### config.mk
export PLATFORM = sky130hd
export DESIGN_NAME = dual_tone_timer_with_duration_unit
export DESIGN_NICKNAME = d
export VERILOG_FILES = /design/src/hw/rtl/dtt_pkg.sv /design/src/hw/rtl/dtt_div.sv /design/src/hw/rtl/dual_tone_timer_with_duration_unit.sv
export SDC_FILE = /design/constraint.sdc
export NUM_CORES = 1
export LEC_CHECK = 0
export BUFFER_PORTS_ARGS = -buffer_cell sky130_fd_sc_hd__buf_4
export CORE_MARGIN = 5
export CORE_UTILIZATION = 40
export DETAILED_ROUTE_END_ITERATION = 8
export GPL_TIMING_DRIVEN = 0
export PLACE_DENSITY = 0.64
export SKIP_CTS_REPAIR_TIMING = 1
export SLEW_MARGIN = 5
export SYNTH_ARGS = -nofsm -noshare
export SYNTH_HDL_FRONTEND = slang
export SYNTH_SLANG_ARGS = --single-unit
### constraint.sdc
create_clock -name i_clk -period 10.7 [get_ports i_clk]
set_clock_uncertainty 0.05 [all_clocks]
set_input_delay 2.14 -clock i_clk [delete_from_list [all_inputs] [get_ports i_clk]]
set_output_delay 2.14 -clock i_clk [all_outputs]
set_load 0.05 [all_outputs]
### src/hw/rtl/dtt_pkg.sv
// dtt_pkg: shared types and constants for the dual tone timer.
// Used by dtt_div and dual_tone_timer_with_duration_unit; depends on nothing.
package dtt_pkg;

    // default core clock feeding the prescalers
    localparam int unsigned CLOCK_HZ_DEF = 16000000;

    // item kinds
    localparam logic [1:0] KIND_START   = 2'd0;
    localparam logic [1:0] KIND_SILENCE = 2'd1;
    localparam logic [1:0] KIND_TICK    = 2'd2;

    // prescalers as log2 values: music 1,8,64,256,1024 / effect 1,8,32,64,128,256,1024
    localparam int MUSIC_SCALES  = 5;
    localparam int EFFECT_SCALES = 7;
    localparam int MUSIC_SHIFT  [MUSIC_SCALES]  = '{0, 3, 6, 8, 10};
    localparam int EFFECT_SHIFT [EFFECT_SCALES] = '{0, 3, 5, 6, 7, 8, 10};

    // largest quotient that still fits once one is taken off
    localparam logic [31:0] MUSIC_Q_MAX  = 32'd65536;
    localparam logic [31:0] EFFECT_Q_MAX = 32'd256;

    // effect channel fallback when no prescaler fits
    localparam logic [2:0] EFFECT_FB_IDX = 3'd6;
    localparam logic [7:0] EFFECT_FB_CMP = 8'd255;

    typedef enum logic [2:0] {
        ST_IDLE,
        ST_EXEC,
        ST_DIV,
        ST_SEL,
        ST_OUT
    } t_state;

    typedef struct packed {
        logic busy;
        logic done;
    } t_div_stat;

endpackage

### src/hw/rtl/dtt_div.sv
// dtt_div: bit-serial restoring divider, constant clock over a 16-bit divisor.
// Depends on dtt_pkg (t_div_stat).
module dtt_div #(
    parameter int unsigned CLOCK_HZ = dtt_pkg::CLOCK_HZ_DEF
) (
    input  logic                               i_clk,
    input  logic                               i_rst_n,
    input  logic                               i_start,
    input  logic [15:0]                        i_divisor,
    output logic [$clog2(CLOCK_HZ + 1)-1:0]    o_quotient,
    output dtt_pkg::t_div_stat                 o_stat
);
    import dtt_pkg::*;

    localparam int QW = $clog2(CLOCK_HZ + 1);
    localparam int CW = $clog2(QW + 1);
    localparam logic [QW-1:0] DIVIDEND = QW'(CLOCK_HZ);

    logic [QW-1:0] r_num, n_num;
    logic [QW-1:0] r_quo, n_quo;
    logic [15:0]   r_rem, n_rem;
    logic [15:0]   r_den;
    logic [CW-1:0] r_cnt, n_cnt;
    logic          r_busy, n_busy;
    logic          r_done, n_done;

    logic [16:0]   w_trial;
    logic          w_ge;

    // one quotient bit per cycle, MSB first
    assign w_trial = {r_rem, r_num[QW-1]};
    assign w_ge    = w_trial >= {1'b0, r_den};

    always_comb begin
        n_num  = r_num;
        n_quo  = r_quo;
        n_rem  = r_rem;
        n_cnt  = r_cnt;
        n_busy = r_busy;
        n_done = 1'b0;
        if (i_start) begin
            n_num  = DIVIDEND;
            n_rem  = '0;
            n_cnt  = CW'(QW);
            n_busy = 1'b1;
        end else if (r_busy) begin
            n_num = r_num << 1;
            n_quo = {r_quo[QW-2:0], w_ge};
            n_rem = w_ge ? 16'(w_trial - {1'b0, r_den}) : w_trial[15:0];
            n_cnt = r_cnt - 1'b1;
            if (r_cnt == CW'(1)) begin
                n_busy = 1'b0;
                n_done = 1'b1;
            end
        end
    end

    always_ff @(posedge i_clk) begin
        if (!i_rst_n) begin
            r_busy <= 1'b0;
            r_done <= 1'b0;
            r_cnt  <= '0;
        end else begin
            r_busy <= n_busy;
            r_done <= n_done;
            r_cnt  <= n_cnt;
        end
    end

    always_ff @(posedge i_clk) begin
        if (i_start) begin
            r_den <= i_divisor;
        end
        r_num <= n_num;
        r_quo <= n_quo;
        r_rem <= n_rem;
    end

    assign o_quotient  = r_quo;
    assign o_stat.busy = r_busy;
    assign o_stat.done = r_done;

    a_done_pulse: assert property (@(posedge i_clk) disable iff (!i_rst_n)
        r_done |=> !r_done)
        else $error("divider done held longer than one cycle");

    a_no_restart: assert property (@(posedge i_clk) disable iff (!i_rst_n)
        i_start |-> !r_busy)
        else $error("divider started while busy");

    a_done_after_busy: assert property (@(posedge i_clk) disable iff (!i_rst_n)
        r_done |-> $past(r_busy) && !r_busy)
        else $error("divider done without a finishing pass");

endmodule

### src/hw/rtl/dual_tone_timer_with_duration_unit.sv
// dual_tone_timer_with_duration_unit: two-channel tone controller, top level.
// Depends on dtt_pkg and dtt_div.
//
//  channel  | direction | handshake         | word
//  ---------+-----------+-------------------+------------------------------------------
//  command  | in        | i_valid / o_stall | kind, channel, frequency, duration, now
//  settings | out       | o_valid / i_stall | on, prescale, compare for both channels
//
// Flow: a start word with a nonzero frequency goes through ST_EXEC, ST_DIV, ST_SEL and
//   ST_OUT to the settings word; in ST_DIV the bit-serial divider works out CLOCK_HZ /
//   frequency one quotient bit a cycle over QW = clog2(CLOCK_HZ+1) bits (24 at 16 MHz).
// Other words go through ST_EXEC and ST_OUT. The next word is taken once the previous settings
//   word has gone into the output register, even if that register is still stalled.
// Reset (synchronous, active low) clears both channels: off, prescale 0, compare 0,
//   disarmed, deadline 0.
// A stalled settings word holds in the output register; the core waits in ST_OUT.
module dual_tone_timer_with_duration_unit #(
    parameter int unsigned CLOCK_HZ = dtt_pkg::CLOCK_HZ_DEF
) (
    input  logic        i_clk,
    input  logic        i_rst_n,
    // command word
    input  logic        i_valid,
    output logic        o_stall,
    input  logic [1:0]  i_kind,
    input  logic        i_channel,
    input  logic [15:0] i_frequency_hz,
    input  logic [15:0] i_duration_ms,
    input  logic [31:0] i_now_ms,
    // settings word
    output logic        o_valid,
    input  logic        i_stall,
    output logic        o_music_on,
    output logic [2:0]  o_music_prescale,
    output logic [15:0] o_music_compare,
    output logic        o_effect_on,
    output logic [2:0]  o_effect_prescale,
    output logic [7:0]  o_effect_compare
);
    import dtt_pkg::*;

    localparam int QW = $clog2(CLOCK_HZ + 1);

    t_state r_state, n_state;

    // captured command word
    logic [1:0]  r_kind;
    logic        r_chan;
    logic [15:0] r_freq;
    logic [15:0] r_dur;
    logic [31:0] r_now;

    // channel state
    logic        r_music_enable, r_music_armed;
    logic [2:0]  r_music_scale_index;
    logic [15:0] r_music_match;
    logic [31:0] r_music_deadline;
    logic        r_effect_enable, r_effect_armed;
    logic [2:0]  r_effect_scale_index;
    logic [7:0]  r_effect_match;
    logic [31:0] r_effect_deadline;

    logic        r_out_valid;

    // control decode
    logic        w_accept, w_div_start, w_load, w_taken;
    logic        w_need_div;
    t_div_stat   w_div_stat;
    logic [QW-1:0] w_quo;

    // deadline checks
    logic [31:0] w_music_diff, w_effect_diff;
    logic        w_music_expire, w_effect_expire;

    // prescaler search results
    logic [QW-1:0] w_m_q, w_e_q;
    logic [2:0]    w_m_sel, w_e_sel;
    logic          w_m_hit, w_e_hit;
    logic [2:0]    w_m_idx, w_e_idx;
    logic [15:0]   w_m_cmp;
    logic [7:0]    w_e_cmp;

    assign w_accept   = i_valid && !o_stall;
    assign w_taken    = r_out_valid && !i_stall;
    assign w_need_div = (r_kind == KIND_START) && (r_freq != '0);

    dtt_div #(
        .CLOCK_HZ (CLOCK_HZ)
    ) u_div (
        .i_clk      (i_clk),
        .i_rst_n    (i_rst_n),
        .i_start    (w_div_start),
        .i_divisor  (r_freq),
        .o_quotient (w_quo),
        .o_stat     (w_div_stat)
    );

    // ---- next state ----
    always_comb begin
        n_state = r_state;
        unique case (r_state)
            ST_IDLE: begin
                if (i_valid) n_state = ST_EXEC;
            end
            ST_EXEC: begin
                n_state = w_need_div ? ST_DIV : ST_OUT;
            end
            ST_DIV: begin
                if (w_div_stat.done) n_state = ST_SEL;
            end
            ST_SEL: begin
                n_state = ST_OUT;
            end
            ST_OUT: begin
                if (!r_out_valid || !i_stall) n_state = ST_IDLE;
            end
            default: n_state = ST_IDLE;
        endcase
    end

    // ---- state outputs ----
    always_comb begin
        o_stall     = 1'b1;
        w_div_start = 1'b0;
        w_load      = 1'b0;
        unique case (r_state)
            ST_IDLE: o_stall = 1'b0;
            ST_EXEC: w_div_start = w_need_div;
            ST_DIV:  ;
            ST_SEL:  ;
            ST_OUT:  w_load = !r_out_valid || !i_stall;
            default: ;
        endcase
    end

    // Deadline passed when now - deadline is non-negative as a signed 32-bit value.
    assign w_music_diff    = r_now - r_music_deadline;
    assign w_effect_diff   = r_now - r_effect_deadline;
    assign w_music_expire  = r_music_armed && !w_music_diff[31];
    assign w_effect_expire = r_effect_armed && !w_effect_diff[31];

    // Prescaler search. CLOCK/(2*p*f) == (CLOCK/f) >> (log2 p + 1), so one quotient
    // serves every prescaler. Walk from the largest down; each fit overwrites, so the smallest fit wins.
    always_comb begin
        w_m_hit = 1'b0;
        w_m_q   = '0;
        w_m_sel = '0;
        for (int i = MUSIC_SCALES - 1; i >= 0; i--) begin
            if (32'(w_quo >> (MUSIC_SHIFT[i] + 1)) <= MUSIC_Q_MAX) begin
                w_m_hit = 1'b1;
                w_m_q   = w_quo >> (MUSIC_SHIFT[i] + 1);
                w_m_sel = 3'(i);
            end
        end
        w_e_hit = 1'b0;
        w_e_q   = '0;
        w_e_sel = '0;
        for (int i = EFFECT_SCALES - 1; i >= 0; i--) begin
            if (32'(w_quo >> (EFFECT_SHIFT[i] + 1)) <= EFFECT_Q_MAX) begin
                w_e_hit = 1'b1;
                w_e_q   = w_quo >> (EFFECT_SHIFT[i] + 1);
                w_e_sel = 3'(i);
            end
        end
        // a zero quotient wraps on the minus one and counts as no fit
        if (w_m_hit && (w_m_q != '0)) begin
            w_m_idx = w_m_sel;
            w_m_cmp = 16'(w_m_q - 1'b1);
        end else begin
            w_m_idx = '0;
            w_m_cmp = '0;
        end
        if (w_e_hit && (w_e_q != '0)) begin
            w_e_idx = w_e_sel;
            w_e_cmp = 8'(w_e_q - 1'b1);
        end else begin
            w_e_idx = EFFECT_FB_IDX;
            w_e_cmp = EFFECT_FB_CMP;
        end
    end

    // ---- command capture ----
    always_ff @(posedge i_clk) begin
        if (w_accept) begin
            r_kind <= i_kind;
            r_chan <= i_channel;
            r_freq <= i_frequency_hz;
            r_dur  <= i_duration_ms;
            r_now  <= i_now_ms;
        end
    end

    // ---- channel state ----
    always_ff @(posedge i_clk) begin
        if (!i_rst_n) begin
            r_state              <= ST_IDLE;
            r_music_enable       <= 1'b0;
            r_music_armed        <= 1'b0;
            r_music_scale_index  <= '0;
            r_music_match        <= '0;
            r_music_deadline     <= '0;
            r_effect_enable      <= 1'b0;
            r_effect_armed       <= 1'b0;
            r_effect_scale_index <= '0;
            r_effect_match       <= '0;
            r_effect_deadline    <= '0;
        end else begin
            r_state <= n_state;
            if (r_state == ST_EXEC) begin
                priority if (r_kind == KIND_START) begin
                    // a start arms only for a nonzero duration; frequency zero only switches the output off
                    if (!r_chan) begin
                        r_music_armed    <= (r_dur != '0);
                        r_music_deadline <= r_now + 32'(r_dur);
                        if (r_freq == '0) r_music_enable <= 1'b0;
                    end else begin
                        r_effect_armed    <= (r_dur != '0);
                        r_effect_deadline <= r_now + 32'(r_dur);
                        if (r_freq == '0) r_effect_enable <= 1'b0;
                    end
                end else if (r_kind == KIND_SILENCE) begin
                    if (!r_chan) begin
                        r_music_armed  <= 1'b0;
                        r_music_enable <= 1'b0;
                    end else begin
                        r_effect_armed  <= 1'b0;
                        r_effect_enable <= 1'b0;
                    end
                end else if (r_kind == KIND_TICK) begin
                    if (w_music_expire) begin
                        r_music_armed  <= 1'b0;
                        r_music_enable <= 1'b0;
                    end
                    if (w_effect_expire) begin
                        r_effect_armed  <= 1'b0;
                        r_effect_enable <= 1'b0;
                    end
                end else begin
                    // unused kind: no change
                end
            end
            if (r_state == ST_SEL) begin
                if (!r_chan) begin
                    r_music_enable      <= 1'b1;
                    r_music_scale_index <= w_m_idx;
                    r_music_match       <= w_m_cmp;
                end else begin
                    r_effect_enable      <= 1'b1;
                    r_effect_scale_index <= w_e_idx;
                    r_effect_match       <= w_e_cmp;
                end
            end
        end
    end

    // ---- output register ----
    always_ff @(posedge i_clk) begin
        if (!i_rst_n) begin
            r_out_valid <= 1'b0;
        end else if (w_load) begin
            r_out_valid <= 1'b1;
        end else if (w_taken) begin
            r_out_valid <= 1'b0;
        end
    end

    always_ff @(posedge i_clk) begin
        if (w_load) begin
            o_music_on        <= r_music_enable;
            o_music_prescale  <= r_music_scale_index;
            o_music_compare   <= r_music_match;
            o_effect_on       <= r_effect_enable;
            o_effect_prescale <= r_effect_scale_index;
            o_effect_compare  <= r_effect_match;
        end
    end

    assign o_valid = r_out_valid;

    a_div_to_sel: assert property (@(posedge i_clk) disable iff (!i_rst_n)
        (r_state == ST_DIV) && w_div_stat.done |=> (r_state == ST_SEL))
        else $error("divider result not taken up");

    a_div_busy_state: assert property (@(posedge i_clk) disable iff (!i_rst_n)
        w_div_stat.busy |-> (r_state == ST_DIV))
        else $error("divider running outside the divide state");

    a_tick_expire: assert property (@(posedge i_clk) disable iff (!i_rst_n)
        (r_state == ST_EXEC) && (r_kind == KIND_TICK) && w_music_expire
        |=> !r_music_enable && !r_music_armed)
        else $error("expired music channel left running");

    a_index_range: assert property (@(posedge i_clk) disable iff (!i_rst_n)
        (r_music_scale_index <= 3'd4) && (r_effect_scale_index <= EFFECT_FB_IDX))
        else $error("prescale index out of range");

endmodule
==> impl_metrics.yaml <==
timing:
  slew_violations: 0
  tns_ns: 0
  period_share_pct: 41.2
  fmax_mhz: 227
  maxSlewHeadroom_pct: 16.8
  timing.final.hold_violations: 0
  min_period_ns: 4.40
  worst_pin_slew_ns: 1.24
  rsz0062_at_grt: "false"
  setup_violations: 0
pwr:
  clockPowerShare_pct: 39.0
  vdd_drop_max_mv: 0.146
  p_total_mw: 2.98
  power_density_nw_per_um2: 173
  p_sw_share_pct: 28.4
  internal_power_mw: 2.13
  p_leak_nw: 6.54
  p_sw_uw: 846
  seqPwrFrac_pct: 42.3
  power_frac_comb_pct: 18.7
yosys:
  synthTopCellsByArea: "edfxtp_1 28%, dfxtp_1 19%, ha_1 8.4%"
  ys_seq_area_share_pct: 47.1
  synthesis.nets: 1689
  synthArstFlopShare_pct: 0
  ys.flop_type: "edfxtp_1"
  syn-cell-area_sq_um: 14700
  synth_cell_types: 76
  synth_cells: 1518
  ys_ff_latch: 276
  yosysTopAreaCell: "edfxtp_1"
  synth_area_per_cell_sq_um: 9.67
  synth_top_area_share_pct: 28.2
  yosys_warnings: 0
  synth_edf_count: 138
global_routing:
  grt.overflow.total: 0
  grt_pass1_wl_mm: 62.1
  antenna_found_initial: 1
  grt_usage_pct: 18.7
  grt_max_degree: 30
  grt_pass1_vias: 11900
setup_path:
  slowest_delay_ns: 0.58
  rrSetupSlack_ns: 6.30
  cp.required_ns: 11.13
  end_kind: "flop"
  path_max_fanout: 10
  crit_buf_inv: 4
  rr_worst_depth: 15
  r2r_start: "u_div.o_quotient[6]$_DFFE_PP_"
  cp_data_arrival_time_ns: 4.83
  critPathLaunchType: "flop"
  path_cells: "nor4_1, nand2_1, nor4b_4, or2_2, buf_2, buf_2, a221o_1, inv_1, ha_1, o21ai_0, nor4b_1, a31oi_1, buf_2, a22oi_1, nor2_1"
  cpMostUsedCell: "buf_2"
  r2r-end: "r_music_match[6]$_SDFFE_PN0P_"
  crit_path_top_delay_cell: "nor4b_4"
  criticalPathCategory: "flop to flop"
  critPathTopFamily: "simple AND/OR/NAND/NOR gates"
final_layout:
  post-route-util_pct: 47.4
  drive_above_1_share_pct: 11.3
  nets: 1830
  n_antenna_cell: 0
  syn_to_final_growth_pct: 17.6
routing:
  wl_per_cell_um: 17.9
  wl_mm: 38.6
  ant_nets: 0
  first_pass_iters: 5
  drc_errors: 0
  drt_iter0_markers: 842
  vias_per_cell: 5.53
  vias: 11900
hold_path:
  min_to: "u_div.o_quotient[1]$_DFFE_PP_"
  holdCritStartpoint: "u_div.o_quotient[0]$_DFFE_PP_"
  hold_class: "flop to flop"
  holdPathStages: 0
clock_network:
  clk_latency_ns: 0.55
  clkSinkCount: 276
  path_clk_slew_ns: 0.06
  tritoncts: "yes"
  htreeDepth: 2
  cts_inserted_buffers: 34
  ctsRootBufferMaster: "clkbuf_16"
  cts_max_path_buffers: 3
placed_design:
  detailed_place_hpwl_mm: 28.6
  io_buffer_count: 102
  gp_congestion: 0.901
floorplanning:
  rows: 70
  start_util_pct: 40.3
  num_io_pins: 105
  fp.coreArea_sq_um: 36400
  die_h_um: 202
  dieArea_sq_um: 40600
  fp.dieW_um: 202
run_status:
  outcome: "complete, no violations"
flow_run:
  maxCapViolCount: 0
## stage by stage
step	cells	hold WS [ns]	worst slack [ns]	area, sq um
after global placement	2088	0.356	3.69	16000
after global routing	2153	0.386	6.05	17300
after detailed placement	2091	0.367	6.41	16100
after floorplan	1518	0.350	5.20	14700
after CTS	2153	0.381	6.38	17300
final	2153	0.376	6.30	17300
## sequential cells by signal, summed over array words and instances (netlist names), 24 cells and up
signal and flops:
r_music_deadline 32, r_now 32, u_div.o_quotient 24, r_effect_deadline 32
## cell type report
cell class | instances | area (sq um)
clock inverter | 24 | 277
inverter | 107 | 402
sequential | 276 | 6910
multi-input combinational | 1059 | 7080
tap | 468 | 586
clock buffer | 38 | 866
timing repair buffer | 105 | 833
fill | 3415 | 19200
buffer | 76 | 308
## power groups by stage
stage                     Clock, mW  Combinational, mW  Sequential, mW
after global routing           1.24              0.634            1.27
after global placement            0              0.538            1.28
after detailed placement          0              0.556            1.28
after CTS                      1.20              0.559            1.26
final                          1.16              0.559            1.26
after floorplan                   0              0.418            1.27
## layout by cell type, fill, tap and decap left out, drive strengths merged, types with 13 or more instances in the layout
cell    synthesis  final
nor3           39     39
xnor2          27     27
clkbuf         59     97
a21o           27     27
and3           22     22
xor2           32     32
a211oi         36     36
nand2b         15     15
nand2         138    138
dfxtp         138    138
mux2i          47     47
ha             98     98
a21oi         100    100
nor4           24     24
nand4          26     26
a22oi          13     13
clkinv          0     14
nor2          112    112
buf            17    122
inv           107    111
edfxtp        138    138
nand3          40     40
o21ai          82     82
## synthesized netlist by cell type, types with 4 or more instances
| library cell | count |
|---|---|
| nand2_1 | 138 |
| inv_1 | 106 |
| a31oi_1 | 6 |
| ha_1 | 98 |
| a211o_1 | 4 |
| o31ai_1 | 10 |
| nor2_1 | 111 |
| and2_1 | 11 |
| or3_1 | 10 |
| xor2_1 | 32 |
| o2bb2ai_1 | 4 |
| o21ai_0 | 79 |
| nand3_1 | 40 |
| nor3_1 | 37 |
| a2111oi_0 | 6 |
| o2111ai_1 | 5 |
| nand2b_1 | 15 |
| nor2b_1 | 12 |
| nand4_1 | 26 |
| dfxtp_1 | 138 |
| a311oi_1 | 6 |
| clkbuf_1 | 59 |
| or2_2 | 8 |
| nand3b_1 | 7 |
| o22ai_1 | 7 |
| and3_1 | 22 |
| a21o_1 | 27 |
| o31a_1 | 4 |
| a22oi_1 | 13 |
| mux2i_1 | 47 |
| xnor2_1 | 27 |
| a211oi_1 | 36 |
| o211ai_1 | 8 |
| buf_1 | 6 |
| nor4b_1 | 5 |
| o41ai_1 | 7 |
| buf_2 | 9 |
| nor4_1 | 24 |
| edfxtp_1 | 138 |
| a21oi_1 | 100 |
| o21a_1 | 12 |
## logic make-up (layout without fill, tap and decap cells)
family	count (synthesis)	in the layout	synth area share, %
simple gates	480	480	16.1
compound gates	371	371	16.6
flops	276	276	47.1
buf+inv	183	350	4.83
fa+ha+maj	100	100	8.63
xor+xnor	59	59	3.52
mux	48	48	3.28
other cells	1	1	0.0256
## worst max-delay path by stage
| stage | end | slack [ns] | start | cells after the start |
|---|---|---|---|---|
| after global routing | r_music_scale_index[0]$_SDFFE_PN0P_ | 6.05 | u_div.o_quotient[6]$_DFFE_PP_ | 15 |
| after CTS | r_music_match[6]$_SDFFE_PN0P_ | 6.38 | u_div.o_quotient[6]$_DFFE_PP_ | 15 |
| final | r_music_match[6]$_SDFFE_PN0P_ | 6.30 | u_div.o_quotient[6]$_DFFE_PP_ | 15 |
| after floorplan | r_chan$_DFFE_PP_ | 5.20 | i_valid | 2 |
| after detailed placement | r_music_match[6]$_SDFFE_PN0P_ | 6.41 | u_div.o_quotient[6]$_DFFE_PP_ | 15 |
| after global placement | r_now[18]$_DFFE_PP_ | 3.69 | i_valid | 3 |
## routing by layer
layer | GRT usage (%) | wire length [um]
met5 | 0 | 7
met2 | 30.9 | 18000
met4 | 7.35 | 1490
met3 | 3.30 | 1830
met1 | 24.6 | 17300
(Power assumes the default switching activity.)
